$ cat src/hw/rtl/one_at_a_time_hash_fold_core_defines.svh
// Assertion macros for the one-at-a-time hash core.
// No dependencies; included by the top level only.
`ifndef ONE_AT_A_TIME_HASH_FOLD_CORE_DEFINES_SVH
`define ONE_AT_A_TIME_HASH_FOLD_CORE_DEFINES_SVH

`ifndef SYNTH
// same-cycle implication, disabled during reset
`define OAAT_ASSERT_IMPL(label, clk, rst_n, ante, cons) \
	label: assert property (@(posedge clk) disable iff (!(rst_n)) (ante) |-> (cons)) \
		else $error("assertion failed");
// next-cycle implication, disabled during reset
`define OAAT_ASSERT_NEXT(label, clk, rst_n, ante, cons) \
	label: assert property (@(posedge clk) disable iff (!(rst_n)) (ante) |=> (cons)) \
		else $error("assertion failed");
`else
`define OAAT_ASSERT_IMPL(label, clk, rst_n, ante, cons)
`define OAAT_ASSERT_NEXT(label, clk, rst_n, ante, cons)
`endif

`endif

$ cat src/hw/rtl/oaat_pkg.sv
// Shared widths for the one-at-a-time hash core.
// No dependencies.
package oaat_pkg;

	localparam int HashW = 32;
	localparam int ByteW = 8;
	localparam int FoldW = 6;

	typedef logic [HashW-1:0] hash_t;
	typedef logic [ByteW-1:0] byte_t;
	typedef logic [FoldW-1:0] fold_t;

endpackage

$ cat src/hw/rtl/oaat_in_if.sv
// Key byte channel: valid/ready plus one key item.
// Depends on oaat_pkg.
interface oaat_in_if;
	logic                 valid;
	logic                 ready;
	oaat_pkg::byte_t      key_byte;
	logic                 byte_present;
	logic                 key_end;

	modport source (output valid, output key_byte, output byte_present, output key_end,
		input ready);
	modport sink (input valid, input key_byte, input byte_present, input key_end,
		output ready);
endinterface

$ cat src/hw/rtl/oaat_out_if.sv
// Result channel: valid/ready plus hash and bucket index.
// Depends on oaat_pkg.
interface oaat_out_if;
	logic                 valid;
	logic                 ready;
	oaat_pkg::hash_t      hash_value;
	oaat_pkg::hash_t      bucket_index;

	modport source (output valid, output hash_value, output bucket_index, input ready);
	modport sink (input valid, input hash_value, input bucket_index, output ready);
endinterface

$ cat src/hw/rtl/oaat_mix.sv
// Input register and per-byte mixing loop holding the running hash.
// Depends on oaat_pkg and oaat_in_if.
module oaat_mix (
	input  logic             clk,
	input  logic             arst_n,
	oaat_in_if.sink          key,
	output logic             mix_valid,
	input  logic             mix_ready,
	output oaat_pkg::hash_t  mix_hash
);

	logic            valid_s1;
	oaat_pkg::byte_t byte_s1;
	logic            present_s1;
	logic            end_s1;
	oaat_pkg::hash_t running_hash_q;
	oaat_pkg::hash_t h_add;
	oaat_pkg::hash_t h_mul;
	oaat_pkg::hash_t h_next;
	logic            leave;

	// add byte, shift-add 10, xor-shift 6; hash held when no byte is present
	always_comb begin
		h_add  = running_hash_q + {{(oaat_pkg::HashW-oaat_pkg::ByteW){1'b0}}, byte_s1};
		h_mul  = h_add + (h_add << 10);
		h_next = present_s1 ? (h_mul ^ (h_mul >> 6)) : running_hash_q;
	end

	// non-end items always retire; end items wait for the finalizer
	assign leave     = !end_s1 || mix_ready;
	assign key.ready = !valid_s1 || leave;
	assign mix_valid = valid_s1 && end_s1;
	assign mix_hash  = h_next;

	// input register control
	always_ff @(posedge clk or negedge arst_n) begin
		if (!arst_n) begin
			valid_s1       <= 1'b0;
			running_hash_q <= '0;
		end else begin
			if (valid_s1 && leave)
				running_hash_q <= end_s1 ? '0 : h_next;
			if (key.ready)
				valid_s1 <= key.valid;
		end
	end

	// input register payload
	always_ff @(posedge clk) begin
		if (key.ready && key.valid) begin
			byte_s1    <= key.key_byte;
			present_s1 <= key.byte_present;
			end_s1     <= key.key_end;
		end
	end

endmodule

$ cat src/hw/rtl/oaat_final.sv
// Two-stage finalization: shift-add 3 / xor-shift 11, then shift-add 15.
// Depends on oaat_pkg.
module oaat_final (
	input  logic             clk,
	input  logic             arst_n,
	input  logic             up_valid,
	output logic             up_ready,
	input  oaat_pkg::hash_t  up_hash,
	output logic             dn_valid,
	input  logic             dn_ready,
	output oaat_pkg::hash_t  dn_hash
);

	logic            valid_s2;
	logic            valid_s3;
	oaat_pkg::hash_t hash_s2;
	oaat_pkg::hash_t hash_s3;
	oaat_pkg::hash_t h_mul3;
	logic            ready_s2;
	logic            ready_s3;

	// first finalize step
	always_comb begin
		h_mul3 = hash_s2 + (hash_s2 << 3);
	end

	assign ready_s3 = !valid_s3 || dn_ready;
	assign ready_s2 = !valid_s2 || ready_s3;
	assign up_ready = ready_s2;
	assign dn_valid = valid_s3;
	// last finalize step
	assign dn_hash  = hash_s3 + (hash_s3 << 15);

	always_ff @(posedge clk or negedge arst_n) begin
		if (!arst_n) begin
			valid_s2 <= 1'b0;
			valid_s3 <= 1'b0;
		end else begin
			if (ready_s2)
				valid_s2 <= up_valid;
			if (ready_s3)
				valid_s3 <= valid_s2;
		end
	end

	always_ff @(posedge clk) begin
		if (ready_s2 && up_valid)
			hash_s2 <= up_hash;
		if (ready_s3 && valid_s2)
			hash_s3 <= h_mul3 ^ (h_mul3 >> 11);
	end

endmodule

$ cat src/hw/rtl/oaat_fold.sv
// Final hash register, xor-fold to the bucket index and result register.
// Depends on oaat_pkg and oaat_out_if.
module oaat_fold (
	input  logic             clk,
	input  logic             arst_n,
	input  oaat_pkg::fold_t  fold_bits,
	input  logic             up_valid,
	output logic             up_ready,
	input  oaat_pkg::hash_t  up_hash,
	oaat_out_if.source       result
);

	localparam int HashW = oaat_pkg::HashW;
	localparam int SelW  = $clog2(HashW);

	// hash bits that land on bucket bit i for chunk width b
	function automatic logic [HashW-1:0] fold_sel(input int b, input int i);
		logic [HashW-1:0] m;
		int               c;
		m = '0;
		c = 0;
		for (int j = 0; j < HashW; j++) begin
			if (c == i)
				m[j] = 1'b1;
			c = (c == b - 1) ? 0 : c + 1;
		end
		return m;
	endfunction

	logic            valid_s4;
	oaat_pkg::hash_t hash_s4;
	oaat_pkg::hash_t fold_w [HashW];
	oaat_pkg::hash_t bucket;
	logic            valid_q;
	logic            ready_s4;

	// one constant fold network per chunk width, then select by width
	assign fold_w[0] = '0;
	for (genvar b = 1; b < HashW; b++) begin : g_width
		for (genvar i = 0; i < HashW; i++) begin : g_bit
			if (i < b) begin : g_used
				localparam logic [HashW-1:0] SelMask = fold_sel(b, i);
				assign fold_w[b][i] = ^(hash_s4 & SelMask);
			end else begin : g_zero
				assign fold_w[b][i] = 1'b0;
			end
		end
	end

	always_comb begin
		if (fold_bits >= oaat_pkg::FoldW'(HashW))
			bucket = hash_s4;
		else
			bucket = fold_w[fold_bits[SelW-1:0]];
	end

	assign ready_s4     = !valid_s4 || !valid_q || result.ready;
	assign up_ready     = !valid_s4 || ready_s4;
	assign result.valid = valid_q;

	always_ff @(posedge clk or negedge arst_n) begin
		if (!arst_n) begin
			valid_s4 <= 1'b0;
			valid_q  <= 1'b0;
		end else begin
			if (!valid_q || result.ready)
				valid_q <= valid_s4;
			if (up_ready)
				valid_s4 <= up_valid;
		end
	end

	always_ff @(posedge clk) begin
		if (up_ready && up_valid)
			hash_s4 <= up_hash;
		if (valid_s4 && (!valid_q || result.ready)) begin
			result.hash_value   <= hash_s4;
			result.bucket_index <= bucket;
		end
	end

endmodule

$ cat src/hw/rtl/one_at_a_time_hash_fold_core.sv
// Streaming Jenkins one-at-a-time hash with an xor-folded bucket index. The core
// takes one key item (a byte, an end mark, or both) per clock unless an end item
// waits for the finalizer; the running hash loops through a single register
// (add, shift-add, xor-shift). Items that end a key produce one result via the
// mix register, two finalize stages, the final hash register and the result
// register, the latter set by the fold network. Items without an end mark
// produce no result. Backpressure on the result channel fills the pipeline
// bubble by bubble before the key channel stalls.
// Write cfg_wdata (fold width) only while no key is in flight.
`include "one_at_a_time_hash_fold_core_defines.svh"

module one_at_a_time_hash_fold_core (
	input  logic                    clk,
	input  logic                    arst_n,
	oaat_in_if.sink                 key,
	oaat_out_if.source              result,
	input  logic                    cfg_we,
	input  logic [oaat_pkg::FoldW-1:0] cfg_wdata
);

	oaat_pkg::fold_t fold_bits_q;
	logic            mix_valid;
	logic            mix_ready;
	oaat_pkg::hash_t mix_hash;
	logic            fin_valid;
	logic            fin_ready;
	oaat_pkg::hash_t fin_hash;

	// fold width register
	always_ff @(posedge clk or negedge arst_n) begin
		if (!arst_n) begin
			fold_bits_q <= '0;
		end else if (cfg_we) begin
			fold_bits_q <= cfg_wdata;
		end
	end

	oaat_mix u_mix (
		.clk       (clk),
		.arst_n    (arst_n),
		.key       (key),
		.mix_valid (mix_valid),
		.mix_ready (mix_ready),
		.mix_hash  (mix_hash)
	);

	oaat_final u_final (
		.clk      (clk),
		.arst_n   (arst_n),
		.up_valid (mix_valid),
		.up_ready (mix_ready),
		.up_hash  (mix_hash),
		.dn_valid (fin_valid),
		.dn_ready (fin_ready),
		.dn_hash  (fin_hash)
	);

	oaat_fold u_fold (
		.clk       (clk),
		.arst_n    (arst_n),
		.fold_bits (fold_bits_q),
		.up_valid  (fin_valid),
		.up_ready  (fin_ready),
		.up_hash   (fin_hash),
		.result    (result)
	);

	// fold width zero gives a zero bucket
	`OAAT_ASSERT_IMPL(a_fold_zero, clk, arst_n,
		result.valid && (fold_bits_q == '0), result.bucket_index == '0)
	// full-width fold passes the hash through
	`OAAT_ASSERT_IMPL(a_fold_full, clk, arst_n,
		result.valid && (fold_bits_q >= oaat_pkg::FoldW'(oaat_pkg::HashW)),
		result.bucket_index == result.hash_value)
	// one-bit fold leaves only bit 0
	`OAAT_ASSERT_IMPL(a_fold_one, clk, arst_n,
		result.valid && (fold_bits_q == oaat_pkg::FoldW'(1)),
		result.bucket_index[oaat_pkg::HashW-1:1] == '0)

endmodule
$ cat src/flat_wrapper.sv
// flat-port wrapper written by rule: the top's interface ports become plain ports
module one_at_a_time_hash_fold_core_flat 
  (clk, arst_n, cfg_we, cfg_wdata, key_valid, key_key_byte, key_byte_present, key_key_end, key_ready, result_valid, result_hash_value, result_bucket_index, result_ready);
  oaat_in_if key_i ();
  oaat_out_if result_i ();
  input  logic clk;
  input  logic arst_n;
  input  logic cfg_we;
  input  logic [oaat_pkg::FoldW-1:0] cfg_wdata;
  input wire logic [$bits(key_i.valid)-1:0] key_valid;
  input wire logic [$bits(key_i.key_byte)-1:0] key_key_byte;
  input wire logic [$bits(key_i.byte_present)-1:0] key_byte_present;
  input wire logic [$bits(key_i.key_end)-1:0] key_key_end;
  output wire logic [$bits(key_i.ready)-1:0] key_ready;
  output wire logic [$bits(result_i.valid)-1:0] result_valid;
  output wire logic [$bits(result_i.hash_value)-1:0] result_hash_value;
  output wire logic [$bits(result_i.bucket_index)-1:0] result_bucket_index;
  input wire logic [$bits(result_i.ready)-1:0] result_ready;
  assign key_i.valid = key_valid;
  assign key_i.key_byte = key_key_byte;
  assign key_i.byte_present = key_byte_present;
  assign key_i.key_end = key_key_end;
  assign key_ready = key_i.ready;
  assign result_valid = result_i.valid;
  assign result_hash_value = result_i.hash_value;
  assign result_bucket_index = result_i.bucket_index;
  assign result_i.ready = result_ready;
  one_at_a_time_hash_fold_core u_core (.clk(clk), .arst_n(arst_n), .key(key_i), .result(result_i), .cfg_we(cfg_we), .cfg_wdata(cfg_wdata));
endmodule
$ cat config.mk
export PLATFORM = sky130hd
export DESIGN_NAME = one_at_a_time_hash_fold_core_flat
export DESIGN_NICKNAME = d
export VERILOG_FILES = /design/src/hw/rtl/oaat_pkg.sv /design/src/hw/rtl/oaat_in_if.sv /design/src/hw/rtl/oaat_out_if.sv /design/src/hw/rtl/oaat_mix.sv /design/src/hw/rtl/oaat_final.sv /design/src/hw/rtl/oaat_fold.sv /design/src/hw/rtl/one_at_a_time_hash_fold_core.sv /design/src/flat_wrapper.sv
export VERILOG_INCLUDE_DIRS = /design/src /design/src/hw/rtl
export SDC_FILE = /design/constraint.sdc
export NUM_CORES = 1
export LEC_CHECK = 0
export ABC_AREA = 1
export BUFFER_PORTS_ARGS = -buffer_cell sky130_fd_sc_hd__buf_2
export CAP_MARGIN = 0
export CORE_UTILIZATION = 36
export CTS_BUF_LIST = sky130_fd_sc_hd__clkbuf_8
export CTS_CLUSTER_SIZE = 30
export DETAILED_ROUTE_END_ITERATION = 10
export PLACE_DENSITY = 0.59
export SYNTH_ARGS = -nofsm -noshare
export SYNTH_HDL_FRONTEND = slang
export SYNTH_SLANG_ARGS = --single-unit
$ cat constraint.sdc
create_clock -name clk -period 5.8 [get_ports clk]
set_input_delay 1.74 -clock clk [delete_from_list [all_inputs] [get_ports clk]]
set_output_delay 1.74 -clock clk [all_outputs]
set_load 0.02 [all_outputs]
# [Word level (Yosys, flattened, before mapping)]
# Index checks and enable logic that the tools add are counted.
[op_classes] multipliers=0 mux=6 reduce_logical=307 div_mod_pow=0 n_shift=0 bitwise_logic=3 eq_ne=0 n_lt_le_gt_ge=2 n_addsub=4
[ops] cell="$reduce_xor A32 Y1" count=286
[ops] cell="$bmux W32 S5" count=1
[ops] cell="$mux W32" count=5
[ops] cell="$add A32 B32 Y32" count=3
[ops] cell="$add A32 B8 Y32" count=1
[ops] cell="$xor A32 B21 Y32" count=1
[ops] cell="$xor A32 B26 Y32" count=1
[ops] cell="$ge A6 B6 Y1 const B" count=2
[ops] cell="$logic_or A1 B1 Y1" count=8
[ops] cell="$logic_and A1 B1 Y1" count=7
[ops] cell="$logic_not A1 Y1" count=6
[ops] cell="$not A5 Y6" count=1
[totals] regBits=213 ramBits=0 latchBits=0 mem_count=0 input_bits=21 romBits=0 word_cells=337

# [Logic depth before layout (Yosys ltp)]
# Gate-level depths: netlist of the first run.
[logic_depth] ltp_word=9 depth_mapped=31

# [By module]
# Synthesis of the first run repeated with hierarchy kept, for this count alone.
[hier_totals] cells_unflattened=2800 area_unflattened_um2=19675.1
[by_module_without_submodules] mod="oaat_fold" area_per_inst_um2=9389.0 cells_each=1325 seq_area_each_um2=2932.8 n_inst=1
[by_module_without_submodules] mod="oaat_final" area_per_inst_um2=5265.0 cells_each=713 seq_area_each_um2=1971.9 n_inst=1
[by_module_without_submodules] mod="oaat_mix" area_per_inst_um2=4799.6 cells_each=737 seq_area_each_um2=1126.1 n_inst=1
[by_module_without_submodules] mod="one_at_a_time_hash_fold_core" area_per_inst_um2=221.5 cells_each=25 seq_area_each_um2=150.1 n_inst=1

# [Worst setup path before layout of the first run]
# OpenSTA, ideal clock, no wires.
[synth_timing] path_type="input to register" start="in result_ready" end="reg u_core.u_fold.result.bucket_index[0], enable pin" required_ns=5.293 setup_ns=0.507 stages=2 arrival_ns=4.872 slack_ns=0.421 cell_sequence="inv_1 -> a21oi_1"
[synth_between] elab_chain_cells=2
[synth_rtl] element="start, declared" line_no="flat_wrapper.sv:18" rtl="input wire logic [$bits(result_i.ready)-1:0] result_ready;"
[synth_rtl] element="$logic_or A1 B1 Y1" line_no="oaat_fold.sv:76" rtl="if (valid_s4 && (!valid_q || result.ready)) begin"
[synth_rtl] element="$logic_and A1 B1 Y1" line_no="oaat_fold.sv:76"
[synth_rtl] element="end signal, assigned" line_no="oaat_fold.sv:78" rtl="result.bucket_index <= bucket;"
[synth_rtl] element="end, declared" line_no="oaat_out_if.sv:9" rtl="modport source (output valid, output hash_value, output bucket_index, input ready);"
# Every way passes these cells.
# A chain may end at the register's enable or synchronous reset.

# [Final worst setup path of the first run]
[layout_timing] start="reg u_core.u_mix.running_hash_q[0]" end="reg u_core.u_final.hash_s2[19], data pin"
[layout_between] elab_chain_cells=4
[layout_rtl] element="start, declared" line_no="oaat_mix.sv:16" rtl="oaat_pkg::hash_t running_hash_q;"
[layout_rtl] element="start signal, assigned" line_no="oaat_mix.sv:42" rtl="running_hash_q <= end_s1 ? '0 : h_next;"
[layout_rtl] element="$add A32 B8 Y32" line_no="oaat_mix.sv:24" rtl="h_add = running_hash_q + {{(oaat_pkg::HashW-oaat_pkg::ByteW){1'b0}}, byte_s1};"
[layout_rtl] element="$add A32 B32 Y32" line_no="oaat_mix.sv:25" rtl="h_mul = h_add + (h_add << 10);"
[layout_rtl] element="$xor A32 B26 Y32" line_no="oaat_mix.sv:26" rtl="h_next = present_s1 ? (h_mul ^ (h_mul >> 6)) : running_hash_q;"
[layout_rtl] element="$mux W32" line_no="oaat_mix.sv:26"
[layout_rtl] element="via u_core.mix_hash[19]" line_no="one_at_a_time_hash_fold_core.sv:24" rtl="oaat_pkg::hash_t mix_hash;"
[layout_rtl] element="end signal, assigned" line_no="oaat_final.sv:48" rtl="hash_s2 <= up_hash;"
[layout_rtl] element="end, declared" line_no="oaat_final.sv:16" rtl="oaat_pkg::hash_t hash_s2;"
# The timed path passes the listed nets, and every way through them passes these cells.

==> results of run 1 <==
-- final timing paths --
check | endpoint | slack [ps] | cells after the start
max in group asynchronous | u_core.fold_bits_q[0] | 3930 | 2
worst max-delay path | u_core.u_final.hash_s2[19] | 910 | 25
worst max register to register | u_core.u_final.hash_s2[19] | 910 | 25
worst min-delay path | u_core.u_fold.hash_s4[8] | 440 | 0
min in group asynchronous | u_core.u_mix.running_hash_q[13] | 1080 | 1
worst min register to register | u_core.u_fold.hash_s4[8] | 440 | 0
-- power groups by stage --
| stage | clock network [mW] | registers, mW | logic (mW) |
|---|---|---|---|
| detailed placement | 0 | 2.92 | 7.07 |
| global placement | 0 | 2.91 | 6.96 |
| global route | 1.76 | 2.94 | 7.90 |
| finish | 1.64 | 2.90 | 7.15 |
| floorplan | 0 | 2.67 | 5.51 |
| CTS | 1.69 | 2.90 | 7.10 |
-- final cells by class --
| type | count | share of cell area |
|---|---|---|
| Sequential cell | 213 | 0.327 |
| Timing Repair Buffer | 114 | 0.0339 |
| Multi-Input combinational cell | 1563 | 0.513 |
| Inverter | 195 | 0.0387 |
| Tap cell | 607 | 0.0402 |
| Antenna cell | 1 | 0.000132 |
| Clock inverter | 31 | 0.0154 |
| Clock buffer | 43 | 0.0313 |
-- metal layers --
layer | vias to the layer above | share of wire
li1 | 7027 | -
met1 | 6914 | 0.42
met2 | 557 | 0.48
met3 | 134 | 0.062
met4 | 0 | 0.036
met5 | - | 0
-- metrics by stage --
stage	cell area [µm²]	cells	worst slack [ps]	hold slack [ps]
floorplan	17000	2062	421	421
global placement	18000	2692	1110	448
detailed placement	18000	2692	953	443
CTS	18900	2766	909	428
global route	18900	2766	537	444
finish	18900	2767	906	436
-- kinds of logic (layout without fill, tap and decap cells) --
group                    after synthesis  after routing  share of synthesized area
other                                  0              1                          0
adder cells (fa/ha/maj)               76             76                     0.0578
XOR/XNOR                             359            359                      0.189
AND/OR/NAND/NOR                      738            738                      0.188
multiplexers                           3              3                    0.00177
AO/OA/AOI/OAI                        387            387                      0.134
buffers and inverters                286            383                     0.0655
flip-flops                           213            213                      0.364
-- sequential cells by signal (all words and copies together), names as in the netlist --
register / count
u_core.u_final.valid_s2: 1
u_core.u_mix.present_s1: 1
u_core.u_final.hash_s3: 32
u_core.u_final.dn_valid: 1
u_core.u_fold.result.valid: 1
u_core.u_mix.byte_s1: 8
u_core.fold_bits_q: 6
u_core.u_fold.hash_s4: 32
u_core.u_mix.running_hash_q: 32
u_core.u_final.hash_s2: 32
u_core.u_mix.end_s1: 1
u_core.u_fold.valid_s4: 1
u_core.u_mix.valid_s1: 1
u_core.u_fold.result.hash_value: 32
u_core.u_fold.result.bucket_index: 32
-- placed cells by master (no fill, tap or decap), types with 6 or more instances in the layout --
cell type	count
clkbuf_8	43
a22oi_1	8
nor2_2	8
o21ai_2	8
o21bai_1	7
a31oi_1	11
nand2_1	409
o22ai_1	10
buf_4	28
inv_1	201
o211ai_1	6
xor2_2	7
ha_1	72
a21boi_0	6
xnor2_1	163
o2111ai_1	6
xor2_1	188
nand4_1	12
nor3_1	15
o21ai_0	118
nand3_2	10
a22o_1	9
edfxtp_1	170
dfrtp_1	42
nor2_1	129
nand3_1	100
a21oi_1	141
buf_2	86
a211oi_1	11
nor4_1	6
nand2_2	26
o221ai_1	6
or2_2	11
-- worst max-delay path, delay by kind of cell (launching register included) --
family	cells	cell delay (ps)
compound gates	4	680
flops	1	380
buf+inv	3	200
simple gates	12	1740
fa+ha+maj	3	1000
xor+xnor	3	610
==> reports/results.ini, run 1 <==
[power]
switching_share = 0.484
total_power_mw = 11.7
power.leakage_nw = 8.10
pwr-share-clk = 0.140
power_switching_mw = 5.65
p_comb_frac = 0.612
power_density_nw_per_um2 = 618
peakVddDrop_uv = 324
pwr-share-seq = 0.248
intPower_mw = 6.04

[clock_tree]
path_clk_slew_ps = 60
ctsResizeCount = 0
clock_latency_ps = 600
cts_tree = built
post_cts_buffers = 0
clkSinkCount = 213
clock_path_buffers = 3
numCtsBuffers = 41
h-tree-depth = 2
root_buffer = clkbuf_8
hold_buffers = 0

[outcome]
outcome = finished clean

[synthesis]
synthArstFlopShare = 0.202
syn-num-nets = 2159
synth-seq-area-share = 0.364
synth-seq-cells = 213
synth_top_area_frac = 0.301
synth_area_leader_cell = edfxtp_1
synth-edff-count = 170
yosys_warnings = 0
synth.most_common_cell = nand2_1
avgSynthCellArea_um2 = 8.23
syn_area_um2 = 17000
synth_area_leaders = edfxtp_1 30%, xor2_1 9.7%, nand2_1 9.0%, xnor2_1 8.4%, dfrtp_1 6.3%
synth_common_cells = 409 x nand2_1, 190 x inv_1, 188 x xor2_1
dominantRegCellSynth = edfxtp_1
syn_inst = 2062
ys_types = 60

[layout]
fill_cells = 4686
multi_input_area_um2 = 9700
drive_gt1_frac = 0.120
area_growth_pct = 11.4
utilization = 0.406
fin_nets = 2225
regArea_um2 = 6180

[drt]
wirelength_mm = 52.9
ant_nets = 0
drc_errors = 0
vias = 14600
drtIter0Drc = 1201
wl_per_cell_um = 19.1
firstDrtPassIters = 6
via_per_inst = 5.29

[sta]
setup_viol = 0
worstMarginPinSlew_ps = 1170
rsz0062_at_grt = no
finClkSkew_ps = 32.0
slew_viol_final = 0
setup_tns_ps = 0
hold_violations = 0
max_freq_mhz = 204
fin_crit_sh = 0.844
min_period_ps = 4890
timing.slew.headroom = 0.222

[setup_path]
crit_path_end_kind = register
r2r-start = u_core.u_mix.running_hash_q[0]
required_ps = 6130
worstSetupPathType = reg2reg
startpoint_type = register
cp-startpoint = u_core.u_mix.running_hash_q[0]
crit_top_cell = nor2_1
cpPeakStageDelay_ps = 400
arrival_ps = 5220
cp_max_fo = 4
slowest_stage = fa_1

[floorplan]
num_rows = 79
ios = 87
initial_utilization = 0.365
die_x_um = 219
dieArea_um2 = 48000
dieHeight_um = 219
core_um2 = 46600

[grt]
busiest_layer = met2
grt_util_met1 = 0.277
grt_pass1_wl_mm = 81.5
first_global_vias = 14400
grt_max_degree = 65
use_met2 = 0.378
antenna_found_initial = 0
grt.overflow.total = 0
track_usage = 0.222
grt_util_met3 = 0.0365

[placed_design]
place.gp.congestion = 0.967
hpwl_mm = 38.3
io_buffers = 86

[run]
maxCapViolCount = 0

[min_path]
hp-class = reg2reg
min-delay-start = u_core.u_final.hash_s3[8]

No activity file was read; power rests on OpenSTA's default activity.
==> run 2, diff against run 1 <==
--- a/config.mk
+++ b/config.mk
@@ -13,7 +13,7 @@
 export CTS_BUF_LIST = sky130_fd_sc_hd__clkbuf_8
 export CTS_CLUSTER_SIZE = 30
 export DETAILED_ROUTE_END_ITERATION = 10
-export PLACE_DENSITY = 0.59
+export PLACE_DENSITY = 0.6
 export SYNTH_ARGS = -nofsm -noshare
 export SYNTH_HDL_FRONTEND = slang
 export SYNTH_SLANG_ARGS = --single-unit
==> constraint.sdc (replaced) <==
create_clock -name clk -period 4 [get_ports clk]
set_input_delay 1.2 -clock clk [delete_from_list [all_inputs] [get_ports clk]]
set_output_delay 1.2 -clock clk [all_outputs]
set_load 0.02 [all_outputs]
==> reports/results.ini, run 2 (synthesis gave the netlist of run 1 again) <==
[outcome]
outcome = finished with violations
violations = setup timing

[sta]
worst_slack_ps = -380
timing.slew.headroom = 0.236
hold_violations = 0
holdWs_ps = 420
worstMarginPinSlew_ps = 1140
fin_crit_sh = 1.09
slew_viol_final = 0
min_period_ps = 4380
max_freq_mhz = 228
setup_viol = 46
finClkSkew_ps = 47.1
rsz0062_at_grt = yes

[setup_path]
cp_max_fo = 4
worst-path-buf-inv = 6
slowest_stage = fa_2
worstSetupPathType = reg2reg
crit_path_end_kind = register
required_ps = 4330
startpoint_type = register
arrival_ps = 4710
crit_family = simple AND/OR/NAND/NOR gates
cpPeakStageDelay_ps = 370

[clock_tree]
clock_latency_ps = 620
numCtsBuffers = 38
clkSinkCount = 213
root_buffer = clkbuf_8
cts_tree = built
clock_path_buffers = 3
path_clk_slew_ps = 60
hold_buffers = 0
h-tree-depth = 2

[placed_design]
place.gp.congestion = 0.980
post_dp_cell_area_um2 = 18900
hpwl_mm = 40.8
io_buffers = 86

[power]
p_comb_frac = 0.661
switching_share = 0.476
peakVddDrop_uv = 634
pwr-share-clk = 0.115
power_switching_mw = 8.99
pwr-share-seq = 0.224
power_density_nw_per_um2 = 905
intPower_mw = 9.91
power.leakage_nw = 9.10

[drt]
via_per_inst = 5.27
drc_errors = 0
drtIter0Drc = 1254
wl_per_cell_um = 19.2
vias = 15300
ant_nets = 0
wirelength_mm = 55.8
firstDrtPassIters = 5

[run]
maxCapViolCount = 0

[min_path]
hp-class = reg2reg

[floorplan]
dieArea_um2 = 48000
core_um2 = 46600
dieHeight_um = 219
die_x_um = 219
ios = 87
initial_utilization = 0.365
num_rows = 79

[grt]
antenna_found_initial = 0
grt_max_degree = 65
use_met2 = 0.396
grt.overflow.total = 0
first_global_vias = 15100
grt_util_met3 = 0.0402
busiest_layer = met2
grt_pass1_wl_mm = 85.8
track_usage = 0.233
grt_util_met1 = 0.285

[layout]
fin_nets = 2371
postLayoutCellArea_um2 = 20900
drive_gt1_frac = 0.232
area_growth_pct = 23.0
n_antenna_cell = 0
mostFrequentLayoutCells = 378 x nand2_1, 190 x inv_1, 181 x xor2_1, 170 x edfxtp_1, 161 x buf_4
final_common_cell = nand2_1
utilization = 0.449

## run 2: cell count changes in the layout (fill, tap and decap cells not counted), sizes merged
cell and change:
buf +149, bufinv -1, clkbuf -3, clkinv +4, clkinvlp -3, diode -1, inv -3
## run 2: path summary, 6_finish.rpt
| path | from | endpoint | slack (ps) | cells after the start |
|---|---|---|---|---|
| setup / recovery | u_core.u_mix.running_hash_q[0] | u_core.u_final.hash_s2[23] | -380 | 27 |
| hold / removal | u_core.u_final.hash_s3[14] | u_core.u_fold.hash_s4[14] | 420 | 0 |
| setup reg to reg | u_core.u_mix.running_hash_q[0] | u_core.u_final.hash_s2[23] | -380 | 27 |
| hold reg to reg | u_core.u_final.hash_s3[14] | u_core.u_fold.hash_s4[14] | 420 | 0 |
| max in group asynchronous | arst_n | u_core.u_mix.running_hash_q[5] | 2630 | 2 |
| min in group asynchronous | arst_n | u_core.u_mix.running_hash_q[1] | 670 | 1 |
## run 2: area by class of cell
class | count | area (µm²)
sequential | 213 | 6180
multi-input combinational | 1563 | 10600
clock buffer | 40 | 551
timing repair buffer | 263 | 1840
tap | 607 | 759
inverter | 195 | 734
clock inverter | 28 | 248
fill | 4461 | 25700
## run 2: repair_timing
action | 4_1_cts | 5_1_grt
cloned | 0 | 0
pin swaps | 58 | 66
gates resized for setup | 113 | 86
setup buffers | 25 | 15
setup endpoints to repair | 44 | 50
## run 2: per-stage QoR
stage,setup slack [ps],TNS (ps),cells,power [mW]
after floorplan,27.0,0,2062,11.9
after global placement,-273,-5900,2803,15.3
after detailed placement,-341,-7970,2803,15.4
after CTS,-170,-3020,2895,18.3
after global routing,-635,-20780,2909,20.3
final,-380,-9710,2909,18.9
## run 2: power by group through the flow
stage / Sequential, mW / Clock (mW) / Combinational (mW)
CTS: 4.21 / 2.25 / 11.8
global route: 4.27 / 2.35 / 13.6
floorplan: 3.88 / 0 / 8.03
global placement: 4.23 / 0 / 11.1
finish: 4.23 / 2.18 / 12.5
detailed placement: 4.24 / 0 / 11.2
## run 2: routing by layer
metal	share of wire	vias to the layer above
met4	0.050	0
li1	-	7333
met1	0.41	7200
met2	0.48	614
met3	0.065	180
met5	0	-
==> run 3, diff against run 2 <==
--- a/config.mk
+++ b/config.mk
@@ -6,14 +6,13 @@
 export SDC_FILE = /design/constraint.sdc
 export NUM_CORES = 1
 export LEC_CHECK = 0
-export ABC_AREA = 1
 export BUFFER_PORTS_ARGS = -buffer_cell sky130_fd_sc_hd__buf_2
 export CAP_MARGIN = 0
 export CORE_UTILIZATION = 36
 export CTS_BUF_LIST = sky130_fd_sc_hd__clkbuf_8
 export CTS_CLUSTER_SIZE = 30
 export DETAILED_ROUTE_END_ITERATION = 10
-export PLACE_DENSITY = 0.6
+export PLACE_DENSITY = 0.61
 export SYNTH_ARGS = -nofsm -noshare
 export SYNTH_HDL_FRONTEND = slang
 export SYNTH_SLANG_ARGS = --single-unit
==> reports/results.ini, run 3 <==
[outcome]
outcome = finished with violations
violations = setup timing

[drt]
ant_nets = 0
firstDrtPassIters = 5
wirelength_mm = 47.9
via_per_inst = 5.34
drtIter0Drc = 793
drc_errors = 0
vias = 13400
wl_per_cell_um = 19.0

[grt]
first_global_vias = 13400
grt_max_degree = 80
grt_pass1_wl_mm = 73.5
antenna_found_initial = 0
track_usage = 0.212
grt.overflow.total = 0

[clock_tree]
root_buffer = clkbuf_8
numCtsBuffers = 40
clock_path_buffers = 3
clkSinkCount = 213
cts_tree = built
path_clk_slew_ps = 60
h-tree-depth = 2
hold_buffers = 0
clock_latency_ps = 600

[setup_path]
worst-path-buf-inv = 7
cp_max_fo = 5
startpoint_type = register
crit_path_end_kind = register
slowest_stage = or3_4
worstSetupPathType = reg2reg
rrSetupSlack_ps = -970
required_ps = 4310
arrival_ps = 5280
cpPeakStageDelay_ps = 400
crit_family = compound AO/OA/AOI/OAI gates
crit_top_cell = buf_4

[sta]
finClkSkew_ps = 43.4
worst_slack_ps = -974
hold_violations = 0
slew_viol_final = 0
fin_crit_sh = 1.24
setup_viol = 48
min_period_ps = 4970
timing.slew.headroom = 0.318
max_freq_mhz = 201
rsz0062_at_grt = yes
setup_tns_ps = -32560
holdWs_ps = 452
worstMarginPinSlew_ps = 1020

[layout]
fin_nets = 2000
n_antenna_cell = 0
drive_gt1_frac = 0.290
layout.cells.non_filler = 2519
final_common_cell = buf_4
utilization = 0.472
area_growth_pct = 28.5
mostFrequentLayoutCells = 226 x buf_4, 174 x xnor2_1, 170 x edfxtp_1, 133 x nand2_1, 94 x xor2_1

[synthesis]
synthXorXnorAreaFrac = 0.165
synth-seq-area-share = 0.389
dominantRegCellSynth = edfxtp_1
syn_area_um2 = 15900
synth_common_cells = 189 x xnor2_1, 170 x edfxtp_1, 139 x nand2_1
yosys_warnings = 0
synth_area_leader_cell = edfxtp_1
synth-seq-cells = 213
avgSynthCellArea_um2 = 9.77
synth_area_leaders = edfxtp_1 32%, xnor2_1 10%, dfrtp_1 6.8%, xor2_1 5.7%, ha_1 5.7%
synthSimpleGateAreaFrac = 0.130
synthArstFlopShare = 0.202
synth_mux_area_frac = 0.0470
synth_top_family_by_area = compound AO/OA/AOI/OAI gates
synth-compound-area-share = 0.171
ys_types = 81
synth-edff-count = 170
yosys.area_share.adder = 0.0618
synth_top_area_frac = 0.321
synth.most_common_cell = xnor2_1
syn-num-nets = 1722
syn_inst = 1625

[power]
peakVddDrop_uv = 531
power_density_nw_per_um2 = 1010
power.leakage_nw = 8.31
total_power_mw = 20.6

[placed_design]
placed_cells = 2404
hpwl_mm = 34.4
place.gp.congestion = 0.968
io_buffers = 86

[floorplan]
dieArea_um2 = 45000
ios = 87
core_um2 = 43300
die_x_um = 212
num_rows = 76
dieHeight_um = 212
initial_utilization = 0.367

[run]
maxCapViolCount = 0

[min_path]
hp-class = reg2reg

## run 3: cell types whose count changed after synthesis, moves of 35 or more
cell / before / now
nand2_1: 409 / 139
xor2_1: 188 / 103
clkbuf_1: 47 / 82
a21oi_1: 142 / 99
inv_1: 190 / 46
nand3_1: 100 / 41
## run 3: cell families after synthesis
family	count (synthesis)
DFF	213
muxes	58
buffers and inverters	148
and+or+nand+nor	428
AOI/OAI and AO/OA	407
adders and majority gates	76
xor gates and xnor gates	295
## run 3: layout make-up
type                       instances  area [µm²]
clock inverter                    29         303
tap                              585         732
sequential                       213        6180
inverter                          49         184
multi-input combinational       1264        9980
clock buffer                      44         606
fill                            4052       22900
timing repair buffer             335        2420
## run 3: where the power goes
part	internal (mW)	leakage [nW]	total, mW	switching [mW]
clock network	1.42	0.476	2.41	0.990
registers	3.48	2.17	4.18	0.693
logic	6.86	5.67	14.0	7.12
## run 3: what timing repair did
action,4_1_cts,5_1_grt
setup endpoints to repair,48,51
buffers inserted,33,14
gates resized for setup,63,86
pin swaps,39,58
## run 3: worst paths after layout
path	endpoint	cells after the start	start
max in group asynchronous	u_core.u_mix.running_hash_q[2]	2	arst_n
min in group asynchronous	u_core.u_mix.running_hash_q[7]	1	arst_n
setup reg to reg	u_core.u_final.hash_s2[25]	28	u_core.u_mix.running_hash_q[0]
hold reg to reg	u_core.u_fold.hash_s4[9]	0	u_core.u_final.hash_s3[9]
hold / removal	u_core.u_fold.hash_s4[9]	0	u_core.u_final.hash_s3[9]
setup / recovery	u_core.u_final.hash_s2[25]	28	u_core.u_mix.running_hash_q[0]
## run 3: per-layer routing
metal | part of all wire | wire length (µm) | global-route usage | vias to the layer above
met2 | 0.49 | 23600 | 0.361 | 456
met4 | 0.038 | 1840 | 0.103 | 0
met3 | 0.057 | 2750 | 0.0315 | 117
li1 | - | - | - | 6471
met5 | 0 | 0 | 0 | -
met1 | 0.41 | 19700 | 0.261 | 6404
## run 3: through the flow
step | setup slack, ps | instance area, µm²
after floorplan | -881 | 16000
after detailed placement | -987 | 18400
after CTS | -891 | 19900
final | -974 | 20400
after global routing | -1170 | 20400
after global placement | -928 | 18400
## run 3: worst register-to-register path: cells and delay by family, from the launching register on
family	cells	cell delay, ps
flip-flops	1	350
AND/OR/NAND/NOR	9	1170
XOR/XNOR	1	110
adder cells (fa/ha/maj)	3	780
AO/OA/AOI/OAI	8	1540
buffers and inverters	7	740
